**config.mk**
```make
export PLATFORM = sky130hd
export DESIGN_NAME = palette_gradient_color_top_flat
export DESIGN_NICKNAME = d
export VERILOG_FILES = /design/src/rtl/pgc_pkg.sv /design/src/rtl/pgc_in_if.sv /design/src/rtl/pgc_out_if.sv /design/src/rtl/pgc_ram.sv /design/src/rtl/palette_gradient_color_top.sv /design/src/flat_wrapper.sv
export SDC_FILE = /design/constraint.sdc
export NUM_CORES = 2
export LEC_CHECK = 0
export ABC_AREA = 1
export BUFFER_PORTS_ARGS = -buffer_cell sky130_fd_sc_hd__clkbuf_2
export CORE_MARGIN = 1
export CORE_UTILIZATION = 52
export DETAILED_ROUTE_END_ITERATION = 6
export HOLD_SLACK_MARGIN = 0.05
export PLACE_DENSITY_LB_ADDON = 0.3
export SYNTH_ARGS = -nofsm -noshare
export SYNTH_HDL_FRONTEND = slang
export SYNTH_SLANG_ARGS = --single-unit
```
**constraint.sdc**
```tcl
create_clock -name clk_i -period 13.17 [get_ports clk_i]
set_input_delay 0 -clock clk_i [delete_from_list [all_inputs] [get_ports clk_i]]
set_output_delay 0 -clock clk_i [all_outputs]
set_load 0.1 [all_outputs]
```
**src/rtl/pgc_pkg.sv**
```systemverilog
// ----------------------------------------------------------------------------
// pgc_pkg: shared types and constants of the palette gradient color block
// Beat payloads, register indexes, fixed-point constants for the phase
// reduction and segment split, and the per-channel linear blend.
// ----------------------------------------------------------------------------
`default_nettype none

package pgc_pkg;

  // Palette geometry and phase format.
  localparam int MAX_COLORS      = 8;
  localparam int PHASE_FRAC_BITS = 6;

  // Field widths of the beats and registers.
  localparam int PH_W    = 16;
  localparam int SLOT_W  = 3;
  localparam int RGB_W   = 24;
  localparam int CH_W    = 8;
  localparam int COUNT_W = 4;
  localparam int CFG_W   = COUNT_W;

  // Full circle in phase units and derived widths.
  localparam int CIRCLE = 360 << PHASE_FRAC_BITS;
  localparam int C_W    = $clog2(CIRCLE);
  localparam int IDX_W  = $clog2(MAX_COLORS);
  localparam int N_W    = $clog2(MAX_COLORS + 1);
  localparam int T_W    = $clog2(CIRCLE * MAX_COLORS);
  localparam int Q_RAW  = $clog2((2 ** PH_W - 1) / CIRCLE + 1);
  localparam int Q_W    = (Q_RAW < 1) ? 1 : Q_RAW;

  // Exact reciprocal for phase / CIRCLE with phase below 2^PH_W.
  localparam int             SP   = PH_W + C_W;
  localparam longint         RP   = ((longint'(1) << SP) + CIRCLE - 1) / CIRCLE;
  localparam int             RP_W = $clog2(RP + 1);
  localparam logic [RP_W-1:0] RP_V = RP_W'(RP);

  // Exact reciprocal for t / CIRCLE with t below 2^T_W.
  localparam int             ST   = T_W + C_W;
  localparam longint         RT   = ((longint'(1) << ST) + CIRCLE - 1) / CIRCLE;
  localparam int             RT_W = $clog2(RT + 1);
  localparam logic [RT_W-1:0] RT_V = RT_W'(RT);

  // Exact reciprocal for (rem * 256) / CIRCLE with rem below CIRCLE.
  localparam int             SF   = C_W + CH_W + C_W;
  localparam longint         RF   = ((longint'(1) << SF) + CIRCLE - 1) / CIRCLE;
  localparam int             RF_W = $clog2(RF + 1);
  localparam logic [RF_W-1:0] RF_V = RF_W'(RF);

  // Register indexes of the configuration port.
  typedef enum logic {
    CFG_COLOR_COUNT = 1'b0,
    CFG_SMOOTH      = 1'b1
  } pgc_cfg_e;

  // Item modes.
  typedef enum logic {
    MODE_COMPUTE = 1'b0,
    MODE_LOAD    = 1'b1
  } pgc_mode_e;

  // Input beat payload.
  typedef struct packed {
    logic              mode;
    logic [PH_W-1:0]   phase;
    logic [SLOT_W-1:0] entry_index;
    logic [RGB_W-1:0]  entry_color;
  } pgc_in_t;

  // Output beat payload.
  typedef struct packed {
    logic [CH_W-1:0] red;
    logic [CH_W-1:0] green;
    logic [CH_W-1:0] blue;
  } pgc_out_t;

  // Linear blend of one channel toward the next entry, truncated.
  function automatic logic [CH_W-1:0] blend_ch(input logic [CH_W-1:0] cur,
                                               input logic [CH_W-1:0] nxt,
                                               input logic [CH_W-1:0] frac);
    logic signed [CH_W:0]     diff;
    logic signed [CH_W:0]     fs;
    logic signed [2*CH_W+1:0] acc;
    diff = $signed({1'b0, nxt}) - $signed({1'b0, cur});
    fs   = $signed({1'b0, frac});
    acc  = $signed({2'b00, cur, {CH_W{1'b0}}}) + diff * fs;
    return acc[2*CH_W-1:CH_W];
  endfunction

endpackage

`default_nettype wire

```
**src/rtl/pgc_in_if.sv**
```systemverilog
// ----------------------------------------------------------------------------
// pgc_in_if: input channel of the palette gradient color block
// Valid/ready channel carrying one compute or palette load beat.
// ----------------------------------------------------------------------------
`default_nettype none

interface pgc_in_if;
  logic             valid;
  logic             ready;
  pgc_pkg::pgc_in_t data;

  modport source (output valid, output data, input ready);
  modport sink (input valid, input data, output ready);
endinterface

`default_nettype wire

```
**src/rtl/pgc_out_if.sv**
```systemverilog
// ----------------------------------------------------------------------------
// pgc_out_if: output channel of the palette gradient color block
// Valid/ready channel carrying one RGB result beat.
// ----------------------------------------------------------------------------
`default_nettype none

interface pgc_out_if;
  logic              valid;
  logic              ready;
  pgc_pkg::pgc_out_t data;

  modport source (output valid, output data, input ready);
  modport sink (input valid, input data, output ready);
endinterface

`default_nettype wire

```
**src/rtl/pgc_ram.sv**
```systemverilog
// ----------------------------------------------------------------------------
// pgc_ram: generic RAM with one write port and two registered read ports
// Read data updates only when the read enable is high and holds otherwise.
// ----------------------------------------------------------------------------
`default_nettype none

module pgc_ram #(
  parameter int WIDTH = 24,
  parameter int DEPTH = 8
) (
  input  wire logic                     clk_i,
  input  wire logic                     we_i,
  input  wire logic [$clog2(DEPTH)-1:0] waddr_i,
  input  wire logic [WIDTH-1:0]         wdata_i,
  input  wire logic                     re_i,
  input  wire logic [$clog2(DEPTH)-1:0] raddr_a_i,
  input  wire logic [$clog2(DEPTH)-1:0] raddr_b_i,
  output logic      [WIDTH-1:0]         rdata_a_o,
  output logic      [WIDTH-1:0]         rdata_b_o
);

  logic [WIDTH-1:0] mem_q [DEPTH];

  // Write port.
  always_ff @(posedge clk_i) begin
    if (we_i) begin
      mem_q[waddr_i] <= wdata_i;
    end
  end

  // Two registered read ports.
  always_ff @(posedge clk_i) begin
    if (re_i) begin
      rdata_a_o <= mem_q[raddr_a_i];
      rdata_b_o <= mem_q[raddr_b_i];
    end
  end

endmodule

`default_nettype wire

```
**src/rtl/palette_gradient_color_top.sv**
```systemverilog
// Path: a compute beat is registered in stages s1 to s7 and then in the
// output register, where its color shows; load beats give no output beat.
// Throughput: one beat per cycle, compute and load mixed freely; the only
// stall is back pressure on the output register.
// The palette lives in an 8-entry RAM with two read ports, read and written
// in the same pipeline stage. Reset clears the configuration registers and pipeline valids.
// ----------------------------------------------------------------------------
// palette_gradient_color_top: cyclic color ramp over an RGB palette
// Reduces the phase modulo a full circle, splits the circle into segments,
// reads the segment entry and its successor, and blends them linearly.
// ----------------------------------------------------------------------------
`default_nettype none

module palette_gradient_color_top (
  input  wire logic                         clk_i,
  input  wire logic                         rst_ni,
  input  wire logic                         cfg_we_i,
  input  wire pgc_pkg::pgc_cfg_e            cfg_idx_i,
  input  wire logic [pgc_pkg::CFG_W-1:0]    cfg_wdata_i,
  pgc_in_if.sink                            in_i,
  pgc_out_if.source                         out_o
);

  import pgc_pkg::*;

  // Configuration registers.
  logic [COUNT_W-1:0] count_q;
  logic               smooth_q;
  logic [N_W-1:0]     n_use;

  // Pipeline control.
  logic advance;
  logic s1_valid_q, s2_valid_q, s3_valid_q, s4_valid_q, s5_valid_q;
  logic s6_valid_q, s7_valid_q, out_valid_q;
  logic s1_load_q, s2_load_q, s3_load_q, s4_load_q, s5_load_q;

  // Load fields carried to the RAM stage.
  logic [SLOT_W-1:0] s1_slot_q, s2_slot_q, s3_slot_q, s4_slot_q, s5_slot_q;
  logic [RGB_W-1:0]  s1_rgb_q, s2_rgb_q, s3_rgb_q, s4_rgb_q, s5_rgb_q;

  // Datapath.
  logic [PH_W-1:0]      s1_phase_q, s2_phase_q;
  logic [PH_W+RP_W-1:0] q_prod;
  logic [Q_W-1:0]       q_d, s2_q_q;
  logic [PH_W-1:0]      qc;
  logic [C_W-1:0]       p_d, s3_p_q;
  logic [T_W-1:0]       t_d, s4_t_q, s5_t_q;
  logic [T_W+RT_W-1:0]  seg_prod;
  logic [IDX_W-1:0]     seg_d, s5_seg_q;
  logic [C_W-1:0]       rem_d, s6_rem_q;
  logic [IDX_W:0]       seg_inc;
  logic [IDX_W-1:0]     nx;
  logic                 ram_we;
  logic [RGB_W-1:0]     cur_rd, nxt_rd;
  logic [C_W+CH_W+RF_W-1:0] f_prod;
  logic [CH_W-1:0]      f_d, s7_f_q;
  logic [RGB_W-1:0]     s7_cur_q, s7_nxt_q;
  pgc_out_t             blend_d, out_q;

  // Configuration writes.
  always_ff @(posedge clk_i or negedge rst_ni) begin
    if (!rst_ni) begin
      count_q  <= '0;
      smooth_q <= 1'b0;
    end else if (cfg_we_i) begin
      unique case (cfg_idx_i)
        CFG_COLOR_COUNT: count_q  <= cfg_wdata_i[COUNT_W-1:0];
        CFG_SMOOTH:      smooth_q <= cfg_wdata_i[0];
      endcase
    end
  end

  // Colors in use, limited to the palette size.
  assign n_use = (int'(count_q) > MAX_COLORS) ? N_W'(MAX_COLORS) : N_W'(count_q);

  // The whole pipeline moves unless the output register is held.
  assign advance  = !out_valid_q || out_o.ready;
  assign in_i.ready = advance;

  // Valid bits of each stage and mode bits up to the RAM stage.
  always_ff @(posedge clk_i or negedge rst_ni) begin
    if (!rst_ni) begin
      s1_valid_q  <= 1'b0;
      s2_valid_q  <= 1'b0;
      s3_valid_q  <= 1'b0;
      s4_valid_q  <= 1'b0;
      s5_valid_q  <= 1'b0;
      s6_valid_q  <= 1'b0;
      s7_valid_q  <= 1'b0;
      out_valid_q <= 1'b0;
      s1_load_q   <= 1'b0;
      s2_load_q   <= 1'b0;
      s3_load_q   <= 1'b0;
      s4_load_q   <= 1'b0;
      s5_load_q   <= 1'b0;
    end else if (advance) begin
      s1_valid_q  <= in_i.valid;
      s2_valid_q  <= s1_valid_q;
      s3_valid_q  <= s2_valid_q;
      s4_valid_q  <= s3_valid_q;
      s5_valid_q  <= s4_valid_q;
      s6_valid_q  <= s5_valid_q && !s5_load_q;
      s7_valid_q  <= s6_valid_q;
      out_valid_q <= s7_valid_q;
      s1_load_q   <= (in_i.data.mode == MODE_LOAD);
      s2_load_q   <= s1_load_q;
      s3_load_q   <= s2_load_q;
      s4_load_q   <= s3_load_q;
      s5_load_q   <= s4_load_q;
    end
  end

  // Quotient of the phase by a full circle.
  assign q_prod = (PH_W+RP_W)'(s1_phase_q) * (PH_W+RP_W)'(RP_V);
  assign q_d    = Q_W'(q_prod >> SP);

  // Phase reduced into one circle.
  assign qc  = PH_W'(s2_q_q) * PH_W'(CIRCLE);
  assign p_d = C_W'(s2_phase_q - qc);

  // Phase scaled by the color count.
  assign t_d = T_W'(s3_p_q) * T_W'(n_use);

  // Segment number.
  assign seg_prod = (T_W+RT_W)'(s4_t_q) * (T_W+RT_W)'(RT_V);
  assign seg_d    = IDX_W'(seg_prod >> ST);

  // Position inside the segment and the following entry, wrapping.
  assign rem_d   = C_W'(s5_t_q - T_W'(s5_seg_q) * T_W'(CIRCLE));
  assign seg_inc = {1'b0, s5_seg_q} + (IDX_W+1)'(1);
  assign nx      = (int'(seg_inc) >= int'(n_use)) ? '0 : IDX_W'(seg_inc);

  // Load beats write the palette here; slots past the palette are dropped.
  assign ram_we = advance && s5_valid_q && s5_load_q && (int'(s5_slot_q) < MAX_COLORS);

  // Payload registers of the stages.
  always_ff @(posedge clk_i) begin
    if (advance) begin
      s1_phase_q <= in_i.data.phase;
      s1_slot_q  <= in_i.data.entry_index;
      s1_rgb_q   <= in_i.data.entry_color;
      s2_phase_q <= s1_phase_q;
      s2_q_q     <= q_d;
      s2_slot_q  <= s1_slot_q;
      s2_rgb_q   <= s1_rgb_q;
      s3_p_q     <= p_d;
      s3_slot_q  <= s2_slot_q;
      s3_rgb_q   <= s2_rgb_q;
      s4_t_q     <= t_d;
      s4_slot_q  <= s3_slot_q;
      s4_rgb_q   <= s3_rgb_q;
      s5_t_q     <= s4_t_q;
      s5_seg_q   <= seg_d;
      s5_slot_q  <= s4_slot_q;
      s5_rgb_q   <= s4_rgb_q;
      s6_rem_q   <= rem_d;
      s7_f_q     <= f_d;
      s7_cur_q   <= cur_rd;
      s7_nxt_q   <= nxt_rd;
      out_q      <= blend_d;
    end
  end

  // Palette storage.
  pgc_ram #(
    .WIDTH (RGB_W),
    .DEPTH (MAX_COLORS)
  ) u_palette (
    .clk_i     (clk_i),
    .we_i      (ram_we),
    .waddr_i   (IDX_W'(s5_slot_q)),
    .wdata_i   (s5_rgb_q),
    .re_i      (advance),
    .raddr_a_i (s5_seg_q),
    .raddr_b_i (nx),
    .rdata_a_o (cur_rd),
    .rdata_b_o (nxt_rd)
  );

  // Eight-bit blend fraction; zero in segment mode.
  assign f_prod = (C_W+CH_W+RF_W)'({s6_rem_q, {CH_W{1'b0}}}) * (C_W+CH_W+RF_W)'(RF_V);
  assign f_d    = smooth_q ? CH_W'(f_prod >> SF) : '0;

  // Channel blend, or white with an empty palette.
  always_comb begin
    if (n_use == '0) begin
      blend_d.red   = '1;
      blend_d.green = '1;
      blend_d.blue  = '1;
    end else begin
      blend_d.red   = blend_ch(s7_cur_q[23:16], s7_nxt_q[23:16], s7_f_q);
      blend_d.green = blend_ch(s7_cur_q[15:8], s7_nxt_q[15:8], s7_f_q);
      blend_d.blue  = blend_ch(s7_cur_q[7:0], s7_nxt_q[7:0], s7_f_q);
    end
  end

  assign out_o.valid = out_valid_q;
  assign out_o.data  = out_q;

  // Reduced phase stays inside one circle.
  assert property (@(posedge clk_i) disable iff (!rst_ni)
    s3_valid_q && !s3_load_q |-> int'(s3_p_q) < CIRCLE)
    else $error("reduced phase out of range");

  // Segment split leaves a remainder inside one segment.
  assert property (@(posedge clk_i) disable iff (!rst_ni)
    s5_valid_q && !s5_load_q |-> int'(rem_d) < CIRCLE)
    else $error("segment remainder out of range");

  // Segment and its successor address entries in use.
  assert property (@(posedge clk_i) disable iff (!rst_ni)
    s5_valid_q && !s5_load_q && (n_use != '0) |->
      (int'(s5_seg_q) < int'(n_use)) && (int'(nx) < int'(n_use)))
    else $error("palette read beyond colors in use");

  // A load beat never reaches the result stages.
  assert property (@(posedge clk_i) disable iff (!rst_ni)
    advance && s5_valid_q && s5_load_q |=> !s6_valid_q)
    else $error("load beat produced a result");

endmodule

`default_nettype wire
```
**src/flat_wrapper.sv**
```systemverilog
// flat-port wrapper written by rule: the top's interface ports become plain ports
module palette_gradient_color_top_flat import pgc_pkg::*;
  (clk_i, rst_ni, cfg_we_i, cfg_idx_i, cfg_wdata_i, in_i_valid, in_i_data, in_i_ready, out_o_valid, out_o_data, out_o_ready);
  pgc_in_if in_i_i ();
  pgc_out_if out_o_i ();
  input  wire logic clk_i;
  input  wire logic rst_ni;
  input  wire logic cfg_we_i;
  input  wire pgc_pkg::pgc_cfg_e cfg_idx_i;
  input  wire logic [pgc_pkg::CFG_W-1:0] cfg_wdata_i;
  input wire logic [$bits(in_i_i.valid)-1:0] in_i_valid;
  input wire logic [$bits(in_i_i.data)-1:0] in_i_data;
  output wire logic [$bits(in_i_i.ready)-1:0] in_i_ready;
  output wire logic [$bits(out_o_i.valid)-1:0] out_o_valid;
  output wire logic [$bits(out_o_i.data)-1:0] out_o_data;
  input wire logic [$bits(out_o_i.ready)-1:0] out_o_ready;
  assign in_i_i.valid = in_i_valid;
  assign in_i_i.data = in_i_data;
  assign in_i_ready = in_i_i.ready;
  assign out_o_valid = out_o_i.valid;
  assign out_o_data = out_o_i.data;
  assign out_o_i.ready = out_o_ready;
  palette_gradient_color_top u_core (.clk_i(clk_i), .rst_ni(rst_ni), .cfg_we_i(cfg_we_i), .cfg_idx_i(cfg_idx_i), .cfg_wdata_i(cfg_wdata_i), .in_i(in_i_i), .out_o(out_o_i));
endmodule
```
**Word level (Yosys, flattened, before mapping)**

Memory sizes are Yosys's and may differ from the RTL's. A register that Yosys moved wholly into a read port is not among the register bits.
Index checks and enable logic that the tools add are counted.

- Word-level logic and storage cells: 74
- Register bits: 332
- Bits of input ports: 54
- Memory bits (writable): 192
- Memories: 1

Memories:

| name | words | bits a word | rd ports | clocked after memory_dff | write ports | line | RTL |
|---|---|---|---|---|---|---|---|
| u_core.u_palette.mem_q | 8 | 24 | 2 | 2 | 1 | pgc_ram.sv:22 | `logic [WIDTH-1:0] mem_q [DEPTH];` |

- Bitwise gates (word level): 1
- Muxes and demuxes: 4
- Order comparisons: 2
- Add/subtract/negate cells: 9
- Multiply operators: 9
- Reductions and logical operators: 9

Operators with widths:

| operator | number |
|---|---|
| 16-bit adder | 3 |
| 9-bit by 9-bit multiplier with 16-bit output | 3 |
| 15-bit by 24-bit multiplier with 38-bit output (second input constant) | 1 |
| 18-bit by 17-bit multiplier with 34-bit output (second input constant) | 1 |
| 16-bit by 17-bit multiplier with 33-bit output (second input constant) | 1 |
| 15-bit subtractor | 2 |
| 8-bit by 8-bit subtractor with 9-bit output | 3 |
| 15-bit by 4-bit multiplier with 18-bit output | 1 |
| 2-bit by 6-bit multiplier with 6-bit output (second input constant) | 1 |
| 3-bit by 6-bit multiplier with 6-bit output (second input constant) | 1 |
| 3-bit by 1-bit adder with 4-bit output (second input constant) | 1 |
| 4-bit greater-or-equal comparator | 1 |
| 4-bit > comparator (second input constant) | 1 |
| 4-bit zero test | 1 |
| 4-bit two-way mux | 1 |
| 2-bit AND reduction | 2 |
| 1-bit logical AND | 3 |
| 3-bit two-way mux | 1 |
| 1-bit zero test | 2 |
| 1-bit two-way mux | 2 |
| 1-bit logical OR | 1 |
| 1-bit NOT | 1 |

**Depth between registers and ports, before layout**

- Word-level depth: 6
- Depth in mapped cells: 32
- Depth with buffers taken out: 32

**Modules after synthesis**

From an unflattened synthesis, not the netlist that was laid out.

- Cell total of the unflattened synthesis: 5020
- Area total of the unflattened synthesis: 47614.4 um2

By module, submodules not included:

| module | cells each | seq. area each (um2) | area each (um2) | times used |
|---|---|---|---|---|
| palette_gradient_color_top | 3677 | 9879.5 | 35866.9 | 1 |
| pgc_ram | 1343 | 7206.9 | 11747.5 | 1 |

**Worst setup path after synthesis**

No wires, ideal clock.

- Path kind: register -> register
- Start point: register u_core.out_valid_q, in the netlist u_core.out_o.valid
- End point: register u_core.s1_load_q
- Buffers on the path: 1
- Arrival: 12.130 ns
- Path slack: 0.412 ns
- Data required time: 12.542 ns
- Stages on the path, launching flop included: 6
- Setup time: 0.628 ns
- Cell sequence: dfrtp_1 > inv_1 > nor2_1 > inv_1 > clkbuf_1 > o21ai_0

- Longest elaborated chain between the ends: 2

RTL lines:

| item | line | RTL |
|---|---|---|
| start: declaration | palette_gradient_color_top.sv:34 | `logic s6_valid_q, s7_valid_q, out_valid_q;` |
| start signal: assignment | palette_gradient_color_top.sv:104 | `out_valid_q <= s7_valid_q;` |
| 1-bit zero test | palette_gradient_color_top.sv:77 | `assign advance = !out_valid_q \|\| out_o.ready;` |
| 1-bit logical OR | palette_gradient_color_top.sv:77 |  |
| named net in_i_ready | flat_wrapper.sv:13 | `output wire logic [$bits(in_i_i.ready)-1:0] in_i_ready;` |
| end signal: assignment | palette_gradient_color_top.sv:105 | `s1_load_q <= (in_i.data.mode == MODE_LOAD);` |
| end: declaration | palette_gradient_color_top.sv:35 | `logic s1_load_q, s2_load_q, s3_load_q, s4_load_q, s5_load_q;` |

The timed path passes the listed nets, and every way through them passes these cells.
A chain may end at the register's enable or synchronous reset.

**Worst setup path after layout**

- Start point: register u_core.s7_cur_q[8]
- End point: register u_core.out_q (netlist bit u_core.out_o.data[15]), data pin

- Longest elaborated chain between the ends: 3

RTL lines:

| item | line | RTL |
|---|---|---|
| start: declaration | palette_gradient_color_top.sv:57 | `logic [RGB_W-1:0] s7_cur_q, s7_nxt_q;` |
| start signal: assignment | palette_gradient_color_top.sv:158 | `s7_cur_q <= cur_rd;` |
| 8-bit by 8-bit subtractor with 9-bit output | pgc_pkg.sv:83 | `diff = $signed({1'b0, nxt}) - $signed({1'b0, cur});` |
| 9-bit by 9-bit multiplier with 16-bit output | pgc_pkg.sv:85 | `acc = $signed({2'b00, cur, {CH_W{1'b0}}}) + diff * fs;` |
| 16-bit adder (*) | pgc_pkg.sv:85 |  |
| end signal: assignment | palette_gradient_color_top.sv:160 | `out_q <= blend_d;` |
| end: declaration | palette_gradient_color_top.sv:58 | `pgc_out_t blend_d, out_q;` |

Mark *: on every way between the ends. The rest lies on a longest branch, timed or not.

==> results.sh <==
export IMPL_n_antenna_cell=0
export IMPL_endpoint_kind="flop"
export IMPL_synth_seq_cells=572
export IMPL_cts_tree="yes"
export IMPL_cts_clk_slew_worst_paths_ns=0.06
export IMPL_async_flop_share_pct=3.147
export IMPL_rsz0062_at_grt="no"
export IMPL_grt_antenna_before_repair=2
export IMPL_min_from="in_i_data[4]"
export IMPL_root_buffer="clkbuf_16"
export IMPL_hold_viol_final=0
export IMPL_cp_required_ns=13.52
export IMPL_syn_inst=4902
export IMPL_io_pin_count=80
export IMPL_arrival_ns=6.76
export IMPL_syn_nets=5958
export IMPL_fp_dieW_um=303.6
export IMPL_synth_edff_count=554
export IMPL_min_period_ns=6.404
export IMPL_skew_ns=0.03043
export IMPL_port_buffers=79
export IMPL_clk_path_buf_depth=3
export IMPL_setup_tns_ns=0
export IMPL_gp_congestion=0.9269
export IMPL_yosysUniqueCellTypes=42
export IMPL_yosysTopAreaCell="edfxtp_1"
export IMPL_synth_main_ff_cell="edfxtp_1"
export IMPL_synth_area_leaders="edfxtp_1, fa_1, ha_1"
export IMPL_drc_errors=0
export IMPL_synthTopCellsByCount="inv_1, nand2_1, edfxtp_1"
export IMPL_timing_rr_start="u_core.s7_cur_q[8]"
export IMPL_vias=32000
export IMPL_drt_total_wl_um=99870
export IMPL_largest_register="u_core.u_palette.mem_q"
export IMPL_regArea_um2=17090
export IMPL_ctsResizeCount=0
export IMPL_setup_violations=0
export IMPL_tightest_slew_ns=1.082
export IMPL_drtPass1Iterations=7
export IMPL_syn_area_um2=47300
export IMPL_yosysSeqAreaShare_pct=36.12
export IMPL_grt_max_degree=107
export IMPL_ant_nets=0
export IMPL_clk_latency_ns=0.61
export IMPL_cap_violations=0
export IMPL_hpwl_um=73930
export IMPL_fill_cells=7762
export IMPL_worstPathMaxFanout=5
export IMPL_coreArea_um2=90010
export IMPL_fin_nets=6096
export IMPL_status="completed"
export IMPL_multi_input_area_um2=25390
export IMPL_avgSynthCellArea_um2=9.649
export IMPL_largest_reg_flops=192
export IMPL_fmax_mhz=156.2
export IMPL_drive_gt1_share_pct=4.934
export IMPL_grtUsageTotal_pct=22.61
export IMPL_grt_ovfl_total=0
export IMPL_slew_headroom_pct=27.74
export IMPL_synthToLayoutAreaGrowth_pct=9.208
export IMPL_rows=110
export IMPL_viasPerCell=5.110
export IMPL_fin_crit_sh_pct=48.62
export IMPL_rr_worst_depth=22
export IMPL_startpoint="u_core.s7_cur_q[8]"
export IMPL_htreeDepth=3
export IMPL_setup_worst_path_class="reg2reg"
export IMPL_start_util_pct=52.55
export IMPL_synth_top_area_share_pct=35.17
export IMPL_wire_per_inst_um=15.95
export IMPL_min_path_type="in2reg"
export IMPL_grt_pass1_vias=32740
export IMPL_cts_sinks=572
export IMPL_holdPathStages=2
export IMPL_die_area_um2=92170
export IMPL_crit_path_start_kind="flop"
export IMPL_slew_viol_final=0
export IMPL_drt_iter0_drc=2117
export IMPL_die_h_um=303.6
export IMPL_yosysMostFrequentCell="inv_1"
export IMPL_grt_first_pass_wirelength_um=164600
export IMPL_cts_buffers=66
export IMPL_synth_warnings=0
logic make-up after synthesis:
kind of cell / count (synthesis) / synth area share (%)
AND/OR/NAND/NOR: 1519 / 13.04
buffers and inverters: 1273 / 10.26
adder cells (fa/ha/maj): 1002 / 33.85
flip-flops: 572 / 36.12
AO/OA/AOI/OAI: 471 / 5.518
XOR/XNOR: 65 / 1.204
repair_timing:
action                                  in CTS  in global routing
setup buffers                                0                  0
hold endpoints to repair                    76                  0
endpoints found under the setup margin       0                  0
hold buffers                                56                  0
cell usage in the layout (no fill, tap or decap), drive strengths merged, types with 27 or more instances in the layout:
cell type | synthesis | routed
inv | 1175 | 1182
nand2 | 960 | 960
edfxtp | 554 | 554
ha | 539 | 539
fa | 463 | 463
nor2 | 259 | 259
a21oi | 224 | 224
nand3 | 210 | 210
clkbuf | 67 | 156
o21ai | 149 | 149
dlygate4sd3 | 0 | 55
xor2 | 34 | 34
buf | 29 | 32
xnor2 | 31 | 31
a31oi | 29 | 29
nor3 | 28 | 28
clkinv | 2 | 27
critical path, cell delays in order (launching register included):
cell      delay [ns]
edfxtp_1        0.48
ha_1            0.24
fa_1            0.40
o21ai_1         0.27
a31o_2          0.21
xor2_1          0.38
inv_1           0.17
nor2_1          0.16
fa_1            0.47
fa_1            0.57
fa_1            0.43
fa_1            0.50
inv_1           0.05
fa_1            0.48
inv_1           0.04
ha_1            0.35
a21oi_1         0.30
o21ai_0         0.17
nand2_1         0.09
nand3_1         0.05
nand2b_1        0.16
nand3_1         0.09
nand3_1         0.07
layer usage:
metal | part of all wire, % | track usage [%] | vias to the layer above | wire (um)
met5 | 0.027 | 0 | - | 27
met1 | 45 | 30.62 | 15300 | 45040
met2 | 47 | 37.73 | 747 | 46750
li1 | - | - | 15790 | -
met4 | 2.7 | 7.107 | 4 | 2694
met3 | 5.4 | 3.106 | 163 | 5353
per-stage QoR:
| stage | utilization [%] | std cells | worst slack [ns] | area (um2) | hold WS [ns] |
|---|---|---|---|---|---|
| CTS | 57.39 | 6263 | 6.780 | 51650 | 0.05387 |
| finish | 57.39 | 6263 | 6.766 | 51650 | 0.1074 |
| global placement | 54.44 | 6092 | 6.873 | 49010 | 0.06450 |
| detailed placement | 54.44 | 6092 | 6.794 | 49010 | 0.07164 |
| floorplan | - | 4902 | 0.4117 | 47300 | -0.2956 |
| global route | 57.39 | 6263 | 6.403 | 51650 | 0.07777 |
path summary, 6_finish.rpt:
check	endpoint	slack, ns
max	u_core.out_o.data[15]	6.77
min	u_core.s1_rgb_q[4]	0.11
max reg2reg	u_core.out_o.data[15]	6.77
min reg2reg	u_core.s4_rgb_q[16]	0.41
max in group asynchronous	u_core.count_q[0]	12.54
min in group asynchronous	u_core.s1_valid_q	0.45
cell type report:
class | instances | share of cell area [%]
Clock inverter | 38 | 0.6637
Clock buffer | 77 | 3.360
Timing Repair Buffer | 166 | 2.321
Sequential cell | 572 | 33.08
Multi-Input combinational cell | 3057 | 49.16
Tap cell | 1176 | 2.849
Inverter | 1177 | 8.567
Power is not shown: default switching activity piles up to over one toggle a cycle in this logic, so the estimate is an artifact.
